## config.mk

```make
export PLATFORM = sky130hd
export DESIGN_NAME = byte_recurrence_checksum
export DESIGN_NICKNAME = d
export VERILOG_FILES = /design/src/rtl/core/brc_pkg.sv /design/src/rtl/core/brc_in_stage.sv /design/src/rtl/core/brc_term_update.sv /design/src/rtl/core/byte_recurrence_checksum.sv
export SDC_FILE = /design/constraint.sdc
export NUM_CORES = 1
export LEC_CHECK = 0
export BUFFER_PORTS_ARGS = -buffer_cell sky130_fd_sc_hd__buf_2
export CAP_MARGIN = 15
export CORE_MARGIN = 2
export CORE_UTILIZATION = 55
export CTS_CLUSTER_SIZE = 20
export DETAILED_ROUTE_END_ITERATION = 7
export GPL_ROUTABILITY_DRIVEN = 0
export PLACE_DENSITY_LB_ADDON = 0.1
export SYNTH_ARGS = -nofsm -noshare
export SYNTH_HDL_FRONTEND = slang
export SYNTH_SLANG_ARGS = --single-unit
```

## constraint.sdc

```tcl
create_clock -name clk -period 22.4 [get_ports clk]
set_clock_uncertainty 0.2 [all_clocks]
set_input_delay 2.24 -clock clk [delete_from_list [all_inputs] [get_ports clk]]
set_output_delay 2.24 -clock clk [all_outputs]
set_load 0.03 [all_outputs]
```

## src/rtl/core/brc_pkg.sv

```systemverilog
// ----------------------------------------------------------------------------
// brc_pkg
// Shared types, constants and the modulo-65535 fold for the byte recurrence
// checksum.
// ----------------------------------------------------------------------------
package brc_pkg;

  localparam int unsigned TERM_W  = 16;
  localparam int unsigned BYTE_W  = 8;
  localparam int unsigned INDEX_W = 8;

  // Width of the larger product: a 9-bit factor times a 16-bit term.
  localparam int unsigned PROD_W = 25;

  localparam logic [16:0]         MOD_BASE    = 17'd65535;
  localparam logic [BYTE_W-1:0]   FIRST_BIAS  = 8'd7;
  localparam logic [TERM_W-1:0]   PREV_REARM  = 16'd1;
  localparam logic [TERM_W-1:0]   CUR_REARM   = 16'd0;
  localparam logic [INDEX_W-1:0]  INDEX_REARM = 8'd0;
  localparam logic [INDEX_W-1:0]  INDEX_FIRST = 8'd1;

  // One byte in flight between the input register and the update logic.
  typedef struct packed {
    logic              valid;
    logic [BYTE_W-1:0] data_byte;
    logic              last_byte;
  } brc_item_t;

  // Recurrence state kept from byte to byte.
  typedef struct packed {
    logic [TERM_W-1:0]  term_prev;
    logic [TERM_W-1:0]  term_cur;
    logic [INDEX_W-1:0] byte_index;
    logic               at_start;
  } brc_state_t;

  // Reduces a value below 2^25 modulo 65535. Since 65536 is congruent to 1,
  // the high and low halves are added, and the sum stays below twice the
  // modulus, so one conditional subtract finishes the job.
  function automatic logic [TERM_W-1:0] mod65535(input logic [PROD_W-1:0] x);
    logic [16:0] s;
    s = {8'b0, x[PROD_W-1:16]} + {1'b0, x[15:0]};
    if (s >= MOD_BASE) begin
      s = s - MOD_BASE;
    end
    return s[TERM_W-1:0];
  endfunction

endpackage

```

## src/rtl/core/brc_in_stage.sv

```systemverilog
// ----------------------------------------------------------------------------
// brc_in_stage
// Input register: holds one accepted byte until the update logic takes it.
// ----------------------------------------------------------------------------
module brc_in_stage (
  input  logic                       clk,
  input  logic                       rst_n,
  input  logic                       in_valid,
  input  logic [brc_pkg::BYTE_W-1:0] in_data_byte,
  input  logic                       in_last_byte,
  output logic                       in_stall,
  input  logic                       advance,
  output brc_pkg::brc_item_t         item
);

  logic                       valid_r;
  logic                       valid_nxt;
  logic [brc_pkg::BYTE_W-1:0] data_r;
  logic                       last_r;
  logic                       in_xfer;

  // The register frees up in the same cycle that its byte moves on.
  assign in_stall = valid_r && !advance;
  assign in_xfer  = in_valid && !in_stall;

  always_comb begin
    valid_nxt = valid_r;
    if (in_xfer) begin
      valid_nxt = 1'b1;
    end else if (advance) begin
      valid_nxt = 1'b0;
    end
  end

  always_ff @(posedge clk) begin
    if (!rst_n) begin
      valid_r <= 1'b0;
    end else begin
      valid_r <= valid_nxt;
    end
  end

  always_ff @(posedge clk) begin
    if (in_xfer) begin
      data_r <= in_data_byte;
      last_r <= in_last_byte;
    end
  end

  assign item.valid     = valid_r;
  assign item.data_byte = data_r;
  assign item.last_byte = last_r;

endmodule

```

## src/rtl/core/brc_term_update.sv

```systemverilog
// ----------------------------------------------------------------------------
// brc_term_update
// One step of the recurrence: computes the next state and the checksum
// value for the byte held in the input register.
// ----------------------------------------------------------------------------
module brc_term_update (
  input  brc_pkg::brc_state_t        state,
  input  brc_pkg::brc_item_t         item,
  output brc_pkg::brc_state_t        state_nxt,
  output logic [brc_pkg::TERM_W-1:0] checksum
);

  logic [brc_pkg::INDEX_W-1:0] idx;
  logic [brc_pkg::BYTE_W-1:0]  alpha;
  logic [brc_pkg::BYTE_W-1:0]  beta;
  logic [8:0]                  factor;
  logic [brc_pkg::PROD_W-1:0]  prod_a;
  logic [brc_pkg::PROD_W-1:0]  prod_b;
  logic                        a_ge_b;
  logic [brc_pkg::PROD_W-1:0]  diff;
  logic [brc_pkg::TERM_W-1:0]  red;
  logic [brc_pkg::TERM_W-1:0]  term_new;
  logic [brc_pkg::TERM_W-1:0]  cur_step;

  assign idx = state.byte_index;

  // 17*i and 31*i modulo 256, as shifts and adds on the 8-bit index.
  assign alpha = idx + {idx[3:0], 4'b0};
  assign beta  = {idx[2:0], 5'b0} - idx;

  assign factor = {1'b0, item.data_byte} + {1'b0, alpha};
  assign prod_a = {16'b0, factor} * {9'b0, state.term_cur};
  assign prod_b = {17'b0, beta} * {9'b0, state.term_prev};

  assign a_ge_b = prod_a >= prod_b;
  assign diff   = a_ge_b ? (prod_a - prod_b) : (prod_b - prod_a);
  assign red    = brc_pkg::mod65535(diff);

  // A negative difference wraps modulo 2^64, which is congruent to 1, so
  // the result is (1 - red) mod 65535.
  always_comb begin
    if (a_ge_b) begin
      term_new = red;
    end else if (red == 16'd0) begin
      term_new = 16'd1;
    end else if (red == 16'd1) begin
      term_new = 16'd0;
    end else begin
      term_new = ~red + 16'd1;
    end
  end

  always_comb begin
    if (state.at_start) begin
      cur_step             = {8'b0, item.data_byte} + {8'b0, brc_pkg::FIRST_BIAS};
      state_nxt.term_prev  = brc_pkg::PREV_REARM;
      state_nxt.byte_index = brc_pkg::INDEX_FIRST;
    end else begin
      cur_step             = term_new;
      state_nxt.term_prev  = state.term_cur;
      state_nxt.byte_index = idx + 8'd1;
    end
    state_nxt.term_cur = cur_step;
    state_nxt.at_start = 1'b0;

    // The last byte reports the term and starts a fresh message.
    if (item.last_byte) begin
      state_nxt.term_prev  = brc_pkg::PREV_REARM;
      state_nxt.term_cur   = brc_pkg::CUR_REARM;
      state_nxt.byte_index = brc_pkg::INDEX_REARM;
      state_nxt.at_start   = 1'b1;
    end
  end

  assign checksum = cur_step;

endmodule

```

## src/rtl/core/byte_recurrence_checksum.sv

```systemverilog
// ----------------------------------------------------------------------------
// byte_recurrence_checksum
// Computes a 16-bit recurrence checksum over a byte message, one byte per
// transfer. The first byte of a message seeds the current term with the
// byte plus seven and the previous term with one; each later byte at index i
// forms ((byte + 17i) * cur - 31i * prev) mod 65535, both index factors
// taken modulo 256, a negative difference wrapping as a 64-bit value would.
// The byte flagged as last yields one output transfer carrying the final
// term, and the block then re-arms for the next message; other bytes yield
// no output. Each byte waits in an input register, from which one 9x16 and
// one 8x16 multiply, a subtract and a modulo-65535 fold update the terms
// and, for a last byte, load the output register. A new byte is taken in
// every cycle; the input stalls only when the input register holds a last
// byte while the output register still holds an earlier checksum that the
// receiver is stalling.
// ----------------------------------------------------------------------------
module byte_recurrence_checksum (
  input  logic                       clk,
  input  logic                       rst_n,
  input  logic                       in_valid,
  input  logic [brc_pkg::BYTE_W-1:0] in_data_byte,
  input  logic                       in_last_byte,
  output logic                       in_stall,
  output logic                       out_valid,
  output logic [brc_pkg::TERM_W-1:0] out_checksum,
  input  logic                       out_stall
);

  brc_pkg::brc_item_t         item;
  brc_pkg::brc_state_t        state_r;
  brc_pkg::brc_state_t        state_nxt;
  brc_pkg::brc_state_t        step_state;
  logic [brc_pkg::TERM_W-1:0] step_checksum;
  logic                       advance;
  logic                       out_valid_r;
  logic                       out_valid_nxt;
  logic [brc_pkg::TERM_W-1:0] out_checksum_r;
  logic                       emit;

  brc_in_stage u_in_stage (
    .clk          (clk),
    .rst_n        (rst_n),
    .in_valid     (in_valid),
    .in_data_byte (in_data_byte),
    .in_last_byte (in_last_byte),
    .in_stall     (in_stall),
    .advance      (advance),
    .item         (item)
  );

  brc_term_update u_term_update (
    .state     (state_r),
    .item      (item),
    .state_nxt (step_state),
    .checksum  (step_checksum)
  );

  // A byte that produces no result always moves on. A last byte moves on
  // only when the output register is empty or is being emptied this cycle.
  assign advance = item.valid && (!item.last_byte || !out_valid_r || !out_stall);
  assign emit    = advance && item.last_byte;

  assign state_nxt = advance ? step_state : state_r;

  always_comb begin
    out_valid_nxt = out_valid_r;
    if (emit) begin
      out_valid_nxt = 1'b1;
    end else if (!out_stall) begin
      out_valid_nxt = 1'b0;
    end
  end

  always_ff @(posedge clk) begin
    if (!rst_n) begin
      state_r.term_prev  <= brc_pkg::PREV_REARM;
      state_r.term_cur   <= brc_pkg::CUR_REARM;
      state_r.byte_index <= brc_pkg::INDEX_REARM;
      state_r.at_start   <= 1'b1;
      out_valid_r        <= 1'b0;
    end else begin
      state_r     <= state_nxt;
      out_valid_r <= out_valid_nxt;
    end
  end

  always_ff @(posedge clk) begin
    if (emit) begin
      out_checksum_r <= step_checksum;
    end
  end

  assign out_valid    = out_valid_r;
  assign out_checksum = out_checksum_r;

  // The current term is always a residue modulo 65535.
  a_term_residue: assert property (@(posedge clk) disable iff (!rst_n)
    state_r.term_cur != 16'hFFFF)
    else $error("term_cur holds 65535");

  // Between messages the terms and the index sit at their re-armed values.
  a_rearmed: assert property (@(posedge clk) disable iff (!rst_n)
    state_r.at_start |-> (state_r.term_prev == brc_pkg::PREV_REARM) &&
                         (state_r.term_cur == brc_pkg::CUR_REARM) &&
                         (state_r.byte_index == brc_pkg::INDEX_REARM))
    else $error("state not re-armed at message start");

  // A last byte leaves a checksum in the output register and re-arms.
  a_emit: assert property (@(posedge clk) disable iff (!rst_n)
    emit |=> out_valid_r && state_r.at_start)
    else $error("last byte did not produce a checksum");

  // A byte that yields no result never waits on the output side.
  a_no_needless_stall: assert property (@(posedge clk) disable iff (!rst_n)
    (item.valid && !item.last_byte) |-> advance)
    else $error("non-final byte held back");

  // A stall on the input side is only ever caused by a held last byte.
  a_stall_cause: assert property (@(posedge clk) disable iff (!rst_n)
    in_stall |-> item.valid && item.last_byte && out_valid_r && out_stall)
    else $error("input stalled without cause");

endmodule

```

==> results of run 1 <==
synth_stat cells, drive strengths merged, types with 17 or more instances:
library cell,instances,area share (%)
ha,163,13
o21ai,57,1.9
inv,307,7.4
nand3,19,0.61
edfxtp,25,4.8
and2,149,6.0
o21bai,36,1.7
nand2b,26,1.0
nor2b,21,0.84
a22oi,17,0.82
clkbuf,82,2.0
xor2,41,2.3
nor3,30,0.96
nand2,189,4.6
nor2,104,2.5
fa,188,24
xnor2,78,4.4
a21oi,114,3.6
dfxtp,43,5.5
a21o,33,1.6
per-stage QoR:
stage                     setup WS, ns  util [%]  instance area [µm²]
after floorplan                  8.315         -                15650
after global placement           6.666     57.41                16040
after detailed placement         6.179     57.41                16040
after CTS                        6.144     58.47                16330
after global routing             4.700     58.47                16330
final                            5.980     58.47                16330
placed cells by master, fill, tap and decap left out, types with 11 or more instances in the layout:
master      n
edfxtp_1   25
a22oi_1    17
xnor2_1    74
a21oi_1   114
a21o_1     33
nand3_1    19
nand2b_1   26
a22o_1     11
or2_2      12
xor2_1     41
buf_2      30
nor2_1    102
inv_1     307
o21bai_1   36
dfxtp_1    43
a211oi_1   12
and2_1    149
nor3_1     30
o21ai_0    54
nand2_1   188
fa_1      188
ha_1      163
nand4_1    11
nor2b_1    21
and3_1     12
worst max path at each step:
stage	endpoint	depth (start not counted)	slack (ns)	start
2_1_floorplan	out_checksum[13]	61	8.31	state_r[1]
3_3_place_gp	out_checksum[13]	60	6.67	state_r[1]
3_5_place_dp	out_checksum[13]	60	6.18	state_r[1]
4_1_cts	out_checksum[13]	60	6.14	state_r[1]
5_1_grt	out_checksum[13]	62	4.70	state_r[1]
6_report	out_checksum[13]	60	5.98	state_r[1]
cell families (layout without fill, tap and decap cells):
kind of cell               Yosys count  in the layout  share of synthesized area (%)
muxes                                9              9                         0.5836
buffers and inverters              397            363                          9.585
DFF                                 68             68                          10.30
adders and majority gates          351            351                          37.08
xor gates and xnor gates           119            119                          6.659
and+or+nand+nor                    601            601                          19.29
AOI/OAI and AO/OA                  384            384                          16.51
state kept, by name, indices dropped and copies added (netlist names):
signal,cells
u_in_stage.data_r,8
out_checksum,16
state_r,41
out_valid,1
u_in_stage.last_r,1
u_in_stage.valid_r,1
metal layers:
| layer | global-route usage (%) | share of wire (%) | up-vias |
|---|---|---|---|
| met5 | 0 | 0 | - |
| met4 | 8.157 | 2.4 | 0 |
| met3 | 2.441 | 5.0 | 53 |
| met2 | 46.60 | 47 | 416 |
| met1 | 41.34 | 46 | 6408 |
| li1 | - | - | 6199 |
area by class of cell:
type                    count  area (µm²)  area share, %
inverters                 307        1152          7.055
clock inverters             3       16.27        0.09958
well taps                 378       473.0          2.895
multi-input cells        1464       12570          76.98
clock buffers              13       281.5          1.723
flip-flops and latches     68        1612          9.866
repair buffers             40       225.2          1.379
worst max-delay path: cells and delay by family (launching register included):
family | cells | cell delay (ns)
adders and majority gates | 10 | 4.12
and+or+nand+nor | 15 | 3.44
xor gates and xnor gates | 3 | 0.82
AOI/OAI and AO/OA | 26 | 5.71
buffers and inverters | 5 | 0.67
muxes | 1 | 0.27
DFF | 1 | 0.91
==> impl_metrics.py, run 1 <==
metrics = {
    "die": {
        "ios": 31,
        "die_w_um": 172.7,
        "core_region_area_mm2": 0.02793,
        "start_util_pct": 56.03,
        "dieArea_mm2": 0.02982,
        "die_h_um": 172.7,
        "rows": 61,
    },
    "drt": {
        "drtIter0Drc": 992,
        "viasPerCell": 5.753,
        "drt_pre_antenna_iters": 5,
        "route.detailed.drc": 0,
        "ant_nets": 0,
        "vias": 13080,
        "finalWirelength_mm": 42.20,
        "wire_per_inst_um": 18.56,
    },
    "worst_hold_path": {
        "hold_class": "reg2reg",
        "hold_end": "out_valid",
        "hold_depth": 2,
        "hold_start": "out_valid",
    },
    "sta": {
        "finalCritPeriodShare_pct": 73.30,
        "hold_viol": 0,
        "setup_tns_ns": 0,
        "slew_violations": 0,
        "finalSetupViolations": 0,
        "fin_hold_ws_ns": 0.2860,
        "max_freq_mhz": 60.90,
        "rsz0062_at_grt": "no",
        "worstMarginPinSlew_ns": 1.143,
        "max-slew-margin-rel_pct": 23.53,
        "period_minus_slack_ns": 16.42,
    },
    "setup_path": {
        "critPathSlowestCell": "dfxtp_1",
        "cp.required_ns": 22.27,
        "critical_path_arrival_ns": 16.29,
        "end_kind": "register",
        "cpPeakStageDelay_ns": 0.91,
        "r2r_start": "state_r[1]",
        "reg2regPathDepth": 60,
        "crit_path_start_kind": "register",
        "crit_top_cell": "a21oi_1",
        "r2r_setup_slack_ns": 5.98,
        "worstReg2RegEnd": "out_checksum[13]",
        "criticalPathCategory": "reg2reg",
        "cp_max_fo": 40,
    },
    "finish": {
        "stdcell_count": 2273,
        "final_nets": 2254,
        "syn_to_final_growth_pct": 4.365,
        "antenna_cells": 0,
        "drive_gt1_share_pct": 4.644,
        "n_fill_cell": 2622,
    },
    "logic_synthesis": {
        "synth_area_mm2": 0.01565,
        "ys_warn_count": 0,
        "ys_seq_area_share_pct": 10.30,
        "synth.distinct_cells": 75,
        "syn_inst": 1929,
        "synth_nets": 2293,
        "synthArstFlopShare_pct": 0,
        "ys.flop_type": "dfxtp_1",
        "synth_edf_count": 25,
        "avgSynthCellArea_um2": 8.114,
        "ys_ff_latch": 68,
    },
    "clock_tree": {
        "clock-root-buffer": "clkbuf_16",
        "clkSlewWorstSetupHoldPaths_ns": 0.06,
        "htreeDepth": 3,
        "holdBufCountCts": 0,
        "cts_setup_buffers": 0,
        "cts_buffers": 9,
        "cts_resized": 0,
        "cts_tree": "built",
        "worstSkewPairLatency_ns": 0.35,
        "cts.sinks": 68,
        "cts_buffer_depth": 2,
    },
    "outcome": {
        "status": "complete, no violations",
    },
    "place": {
        "dp_cells": 2257,
        "io_buffers": 30,
        "dp_hpwl_mm": 34.30,
    },
    "global_routing": {
        "first_global_vias": 12740,
        "grt_antenna_before_repair": 0,
        "grt-ovfl-total": 0,
        "grt_max_degree": 41,
        "track_usage_pct": 28.76,
        "grt_pass1_wl_mm": 69.06,
    },
    "run": {
        "cap_violations": 0,
    },
}
Power of run 1 is left out: the tool's default activity adds up to more than one toggle a clock period on the data nets, which glitch-free logic cannot reach.
==> run 2, diff against run 1 <==
==> constraint.sdc (replaced) <==
create_clock -name clk -period 14.5 [get_ports clk]
set_clock_uncertainty 0.2 [all_clocks]
set_input_delay 1.45 -clock clk [delete_from_list [all_inputs] [get_ports clk]]
set_output_delay 1.45 -clock clk [all_outputs]
set_load 0.03 [all_outputs]
==> impl_metrics.py, run 2 (synthesis results as in run 1) <==
metrics = {
    "outcome": {
        "status": "complete, no violations",
    },
    "sta": {
        "slew_violations": 0,
        "finalSetupViolations": 0,
        "worstMarginPinSlew_ns": 1.078,
        "fin_hold_ws_ns": 0.2795,
        "hold_viol": 0,
        "max_freq_mhz": 71.79,
        "max-slew-margin-rel_pct": 28.03,
        "finalCritPeriodShare_pct": 96.07,
        "setup_tns_ns": 0,
        "period_minus_slack_ns": 13.93,
    },
    "setup_path": {
        "cp.required_ns": 14.39,
        "critical_path_arrival_ns": 13.82,
        "criticalPathCategory": "reg2reg",
        "crit_top_cell": "fa_1",
        "r2r_start": "state_r[1]",
        "cpPeakStageDelay_ns": 0.58,
        "r2r_setup_slack_ns": 0.57,
        "cp_max_fo": 14,
        "end_kind": "register",
        "critPathSlowestCell": "fa_1",
        "worstReg2RegEnd": "out_checksum[13]",
        "crit_path_start_kind": "register",
        "reg2regPathDepth": 56,
        "startpoint": "state_r[1]",
    },
    "finish": {
        "final_nets": 2290,
        "final_cell_mix": "306 x inv_1, 187 x nand2_1, 187 x fa_1",
        "largest_register_ff_count": 41,
        "antenna_cells": 0,
        "n_fill_cell": 2522,
        "design_area_mm2": 0.01689,
        "utilization_pct": 60.45,
        "top_register": "state_r",
        "syn_to_final_growth_pct": 7.890,
        "drive_gt1_share_pct": 8.597,
        "final_common_cell": "inv_1",
    },
    "clock_tree": {
        "clkSlewWorstSetupHoldPaths_ns": 0.06,
        "htreeDepth": 3,
        "cts_buffer_depth": 2,
        "clock-root-buffer": "clkbuf_16",
        "cts_tree": "built",
        "worstSkewPairLatency_ns": 0.35,
        "cts_buffers": 9,
        "cts.sinks": 68,
    },
    "worst_hold_path": {
        "hold_class": "reg2reg",
        "hold_end": "out_valid",
        "hold_depth": 2,
        "hold_start": "out_valid",
    },
    "place": {
        "io_buffers": 30,
        "placed_area_mm2": 0.01617,
        "dp_hpwl_mm": 34.24,
    },
    "run": {
        "cap_violations": 0,
    },
    "drt": {
        "ant_nets": 0,
        "vias": 13360,
        "finalWirelength_mm": 42.69,
        "route.detailed.drc": 0,
        "wire_per_inst_um": 18.49,
        "drtIter0Drc": 939,
        "viasPerCell": 5.788,
        "drt_pre_antenna_iters": 5,
    },
    "global_routing": {
        "grt-ovfl-total": 0,
        "first_global_vias": 13110,
        "track_usage_pct": 28.77,
        "grt_pass1_wl_mm": 69.22,
        "grt_antenna_before_repair": 0,
        "grt_max_degree": 26,
    },
    "die": {
        "die_h_um": 172.7,
        "start_util_pct": 56.03,
        "die_w_um": 172.7,
        "ios": 31,
        "dieArea_mm2": 0.02982,
        "rows": 61,
        "core_region_area_mm2": 0.02793,
    },
}
[run 2: timing repair]
item | CTS | global route
gates resized for setup | 4 | 55
cloned | 0 | 1
setup endpoints to repair | 32 | 32
hold buffers | 0 | 0
pin swaps | 0 | 21
setup buffers | 0 | 14
hold endpoints to repair | 0 | 0
[run 2: worst max path at each step]
| stage | to | slack [ns] | cells past startpoint |
|---|---|---|---|
| 3_5_place_dp | out_checksum[13] | -0.22 | 55 |
| 6_report | out_checksum[13] | 0.57 | 56 |
| 5_1_grt | out_checksum[13] | -0.07 | 54 |
| 2_1_floorplan | out_checksum[13] | 0.41 | 61 |
| 4_1_cts | out_checksum[13] | 0.03 | 57 |
| 3_3_place_gp | out_checksum[13] | 0.14 | 58 |
[run 2: stage by stage]
stage                     setup WS [ns]  instances
after floorplan                  0.4149       1929
after global placement           0.1373       2277
after detailed placement        -0.2168       2277
after CTS                       0.02658       2293
after global routing           -0.06754       2309
final                            0.5702       2309
[run 2: critical path, delay by kind of cell (launching register included)]
kind            cells  cell delay (ns)
simple gates       14             3.00
mux                 1             0.27
xor+xnor            2             0.39
fa+ha+maj          12             4.71
buf+inv             6             0.54
compound gates     21             4.21
flops               1             0.34
[run 2: cell type report]
type	count	area (µm²)	share of cell area, %
clock buffers	11	254.0	1.504
clock inverters	5	33.78	0.2001
inverters	307	1152	6.824
multi-input cells	1465	12830	76.01
flip-flops and latches	68	1614	9.558
well taps	378	473.0	2.801
repair buffers	75	524.3	3.105
[run 2: routing by layer]
metal  global-route usage (%)  wire (µm)
met2                    47.81      20620
met3                    2.968       2235
met4                    8.934       1166
met1                    39.72      18670
met5                        0          0
Power of run 2 is left out for the same reason.
==> run 3, diff against run 2 <==
--- a/config.mk
+++ b/config.mk
@@ -12,6 +12,7 @@
 export CTS_CLUSTER_SIZE = 20
 export DETAILED_ROUTE_END_ITERATION = 7
 export GPL_ROUTABILITY_DRIVEN = 0
+export GPL_TIMING_DRIVEN = 0
 export PLACE_DENSITY_LB_ADDON = 0.1
 export SYNTH_ARGS = -nofsm -noshare
 export SYNTH_HDL_FRONTEND = slang
==> impl_metrics.py, run 3 (synthesis results as in run 1) <==
metrics = {
    "finish": {
        "antenna_cells": 0,
        "syn_to_final_growth_pct": 12.57,
        "top_register": "state_r",
        "final_nets": 2361,
        "largest_register_ff_count": 41,
        "n_fill_cell": 2481,
        "utilization_pct": 63.07,
        "final_common_cell": "inv_1",
        "drive_gt1_share_pct": 11.09,
        "stdcell_count": 2380,
        "final_cell_mix": "305 x inv_1, 187 x nand2_1, 183 x fa_1",
    },
    "drt": {
        "ant_nets": 0,
        "wire_per_inst_um": 18.74,
        "finalWirelength_mm": 44.60,
        "drtIter0Drc": 1080,
        "route.detailed.drc": 0,
        "viasPerCell": 5.817,
        "vias": 13850,
        "drt_pre_antenna_iters": 5,
    },
    "global_routing": {
        "first_global_vias": 13690,
        "track_usage_pct": 29.82,
        "grt_max_degree": 17,
        "grt_antenna_before_repair": 0,
        "grt_pass1_wl_mm": 71.39,
        "grt-ovfl-total": 0,
    },
    "place": {
        "io_buffers": 30,
        "dp_hpwl_mm": 36.36,
        "place_ws_ns": -2.782,
        "dp_cells": 2337,
    },
    "clock_tree": {
        "htreeDepth": 3,
        "cts_buffer_depth": 2,
        "clock-root-buffer": "clkbuf_16",
        "cts.sinks": 68,
        "cts_tree": "built",
        "clkSlewWorstSetupHoldPaths_ns": 0.06,
        "worstSkewPairLatency_ns": 0.35,
        "holdBufCountCts": 0,
        "cts_buffers": 9,
    },
    "setup_path": {
        "cp_max_fo": 10,
        "path_depth": 56,
        "cpPeakStageDelay_ns": 0.62,
        "critPathSlowestCell": "fa_2",
        "startpoint": "state_r[1]",
        "critical_path_arrival_ns": 14.04,
        "crit_top_cell": "o21bai_1",
        "r2r_start": "state_r[1]",
        "crit_path_start_kind": "register",
        "cp_num_buf_inv": 7,
        "cp.required_ns": 14.39,
        "end_kind": "register",
        "reg2regPathDepth": 56,
        "worstSetupEndpoint": "out_checksum[15]",
        "critical-path-top-delay-family": "compound AO/OA/AOI/OAI gates",
        "criticalPathCategory": "reg2reg",
        "r2r_setup_slack_ns": 0.36,
        "worstReg2RegEnd": "out_checksum[15]",
    },
    "worst_hold_path": {
        "hold_class": "reg2reg",
    },
    "die": {
        "start_util_pct": 56.03,
        "die_h_um": 172.7,
        "core_region_area_mm2": 0.02793,
        "dieArea_mm2": 0.02982,
        "ios": 31,
        "rows": 61,
        "die_w_um": 172.7,
    },
    "run": {
        "cap_violations": 0,
    },
    "sta": {
        "setup_slack_ns": 0.3583,
        "worstMarginPinSlew_ns": 1.246,
        "finalCritPeriodShare_pct": 97.53,
        "max-slew-margin-rel_pct": 15.90,
        "finalSetupViolations": 0,
        "period_minus_slack_ns": 14.14,
        "max_freq_mhz": 70.71,
        "fin_hold_ws_ns": 0.2917,
        "slew_violations": 0,
        "hold_viol": 0,
        "rsz0062_at_grt": "yes",
    },
    "outcome": {
        "status": "complete, no violations",
    },
}
run 3: what timing repair did:
| item | 4_1_cts | 5_1_grt |
|---|---|---|
| setup endpoints to repair | 32 | 32 |
| gates resized for setup | 103 | 90 |
| cloned | 0 | 0 |
| buffers inserted | 17 | 14 |
| pin swaps | 21 | 36 |
run 3: cell type report:
cell class | instances | area, µm² | share of cell area, %
tap | 378 | 473.0 | 2.684
sequential | 68 | 1622 | 9.204
clock buffer | 9 | 225.2 | 1.278
multi-input combinational | 1464 | 13210 | 74.97
inverter | 307 | 1152 | 6.541
buffer | 86 | 462.9 | 2.628
clock inverter | 7 | 91.34 | 0.5184
timing repair buffer | 61 | 382.9 | 2.173
run 3: routing by layer:
metal	up-vias	part of all wire [%]	GRT usage, %
li1	6423	-	-
met1	6838	43	41.45
met2	489	47	48.33
met3	95	6.2	3.562
met4	0	3.3	10.35
met5	-	0	0
run 3: how the worst min path moves through the flow:
stage | start | end | depth (start not counted)
2_1_floorplan | state_r[24] | state_r[24] | 1
3_3_place_gp | out_valid | out_valid | 2
3_5_place_dp | out_valid | out_valid | 2
4_1_cts | out_valid | out_valid | 2
5_1_grt | out_valid | out_valid | 2
6_report | out_valid | out_valid | 2
run 3: stage by stage:
step / TNS [ns] / cell area [µm²]
2_1_floorplan: 0 / 15650
3_3_place_gp: -72.47 / 16270
3_5_place_dp: -80.19 / 16270
4_1_cts: 0 / 17180
5_1_grt: -0.2853 / 17620
6_report: 0 / 17620
run 3: tightest hold or removal path: stages, from the launching register on:
cell and delay (ns):
dfxtp_1 0.33, nand2_1 0.06, a21oi_1 0.05
Power of run 3 is left out for the same reason.
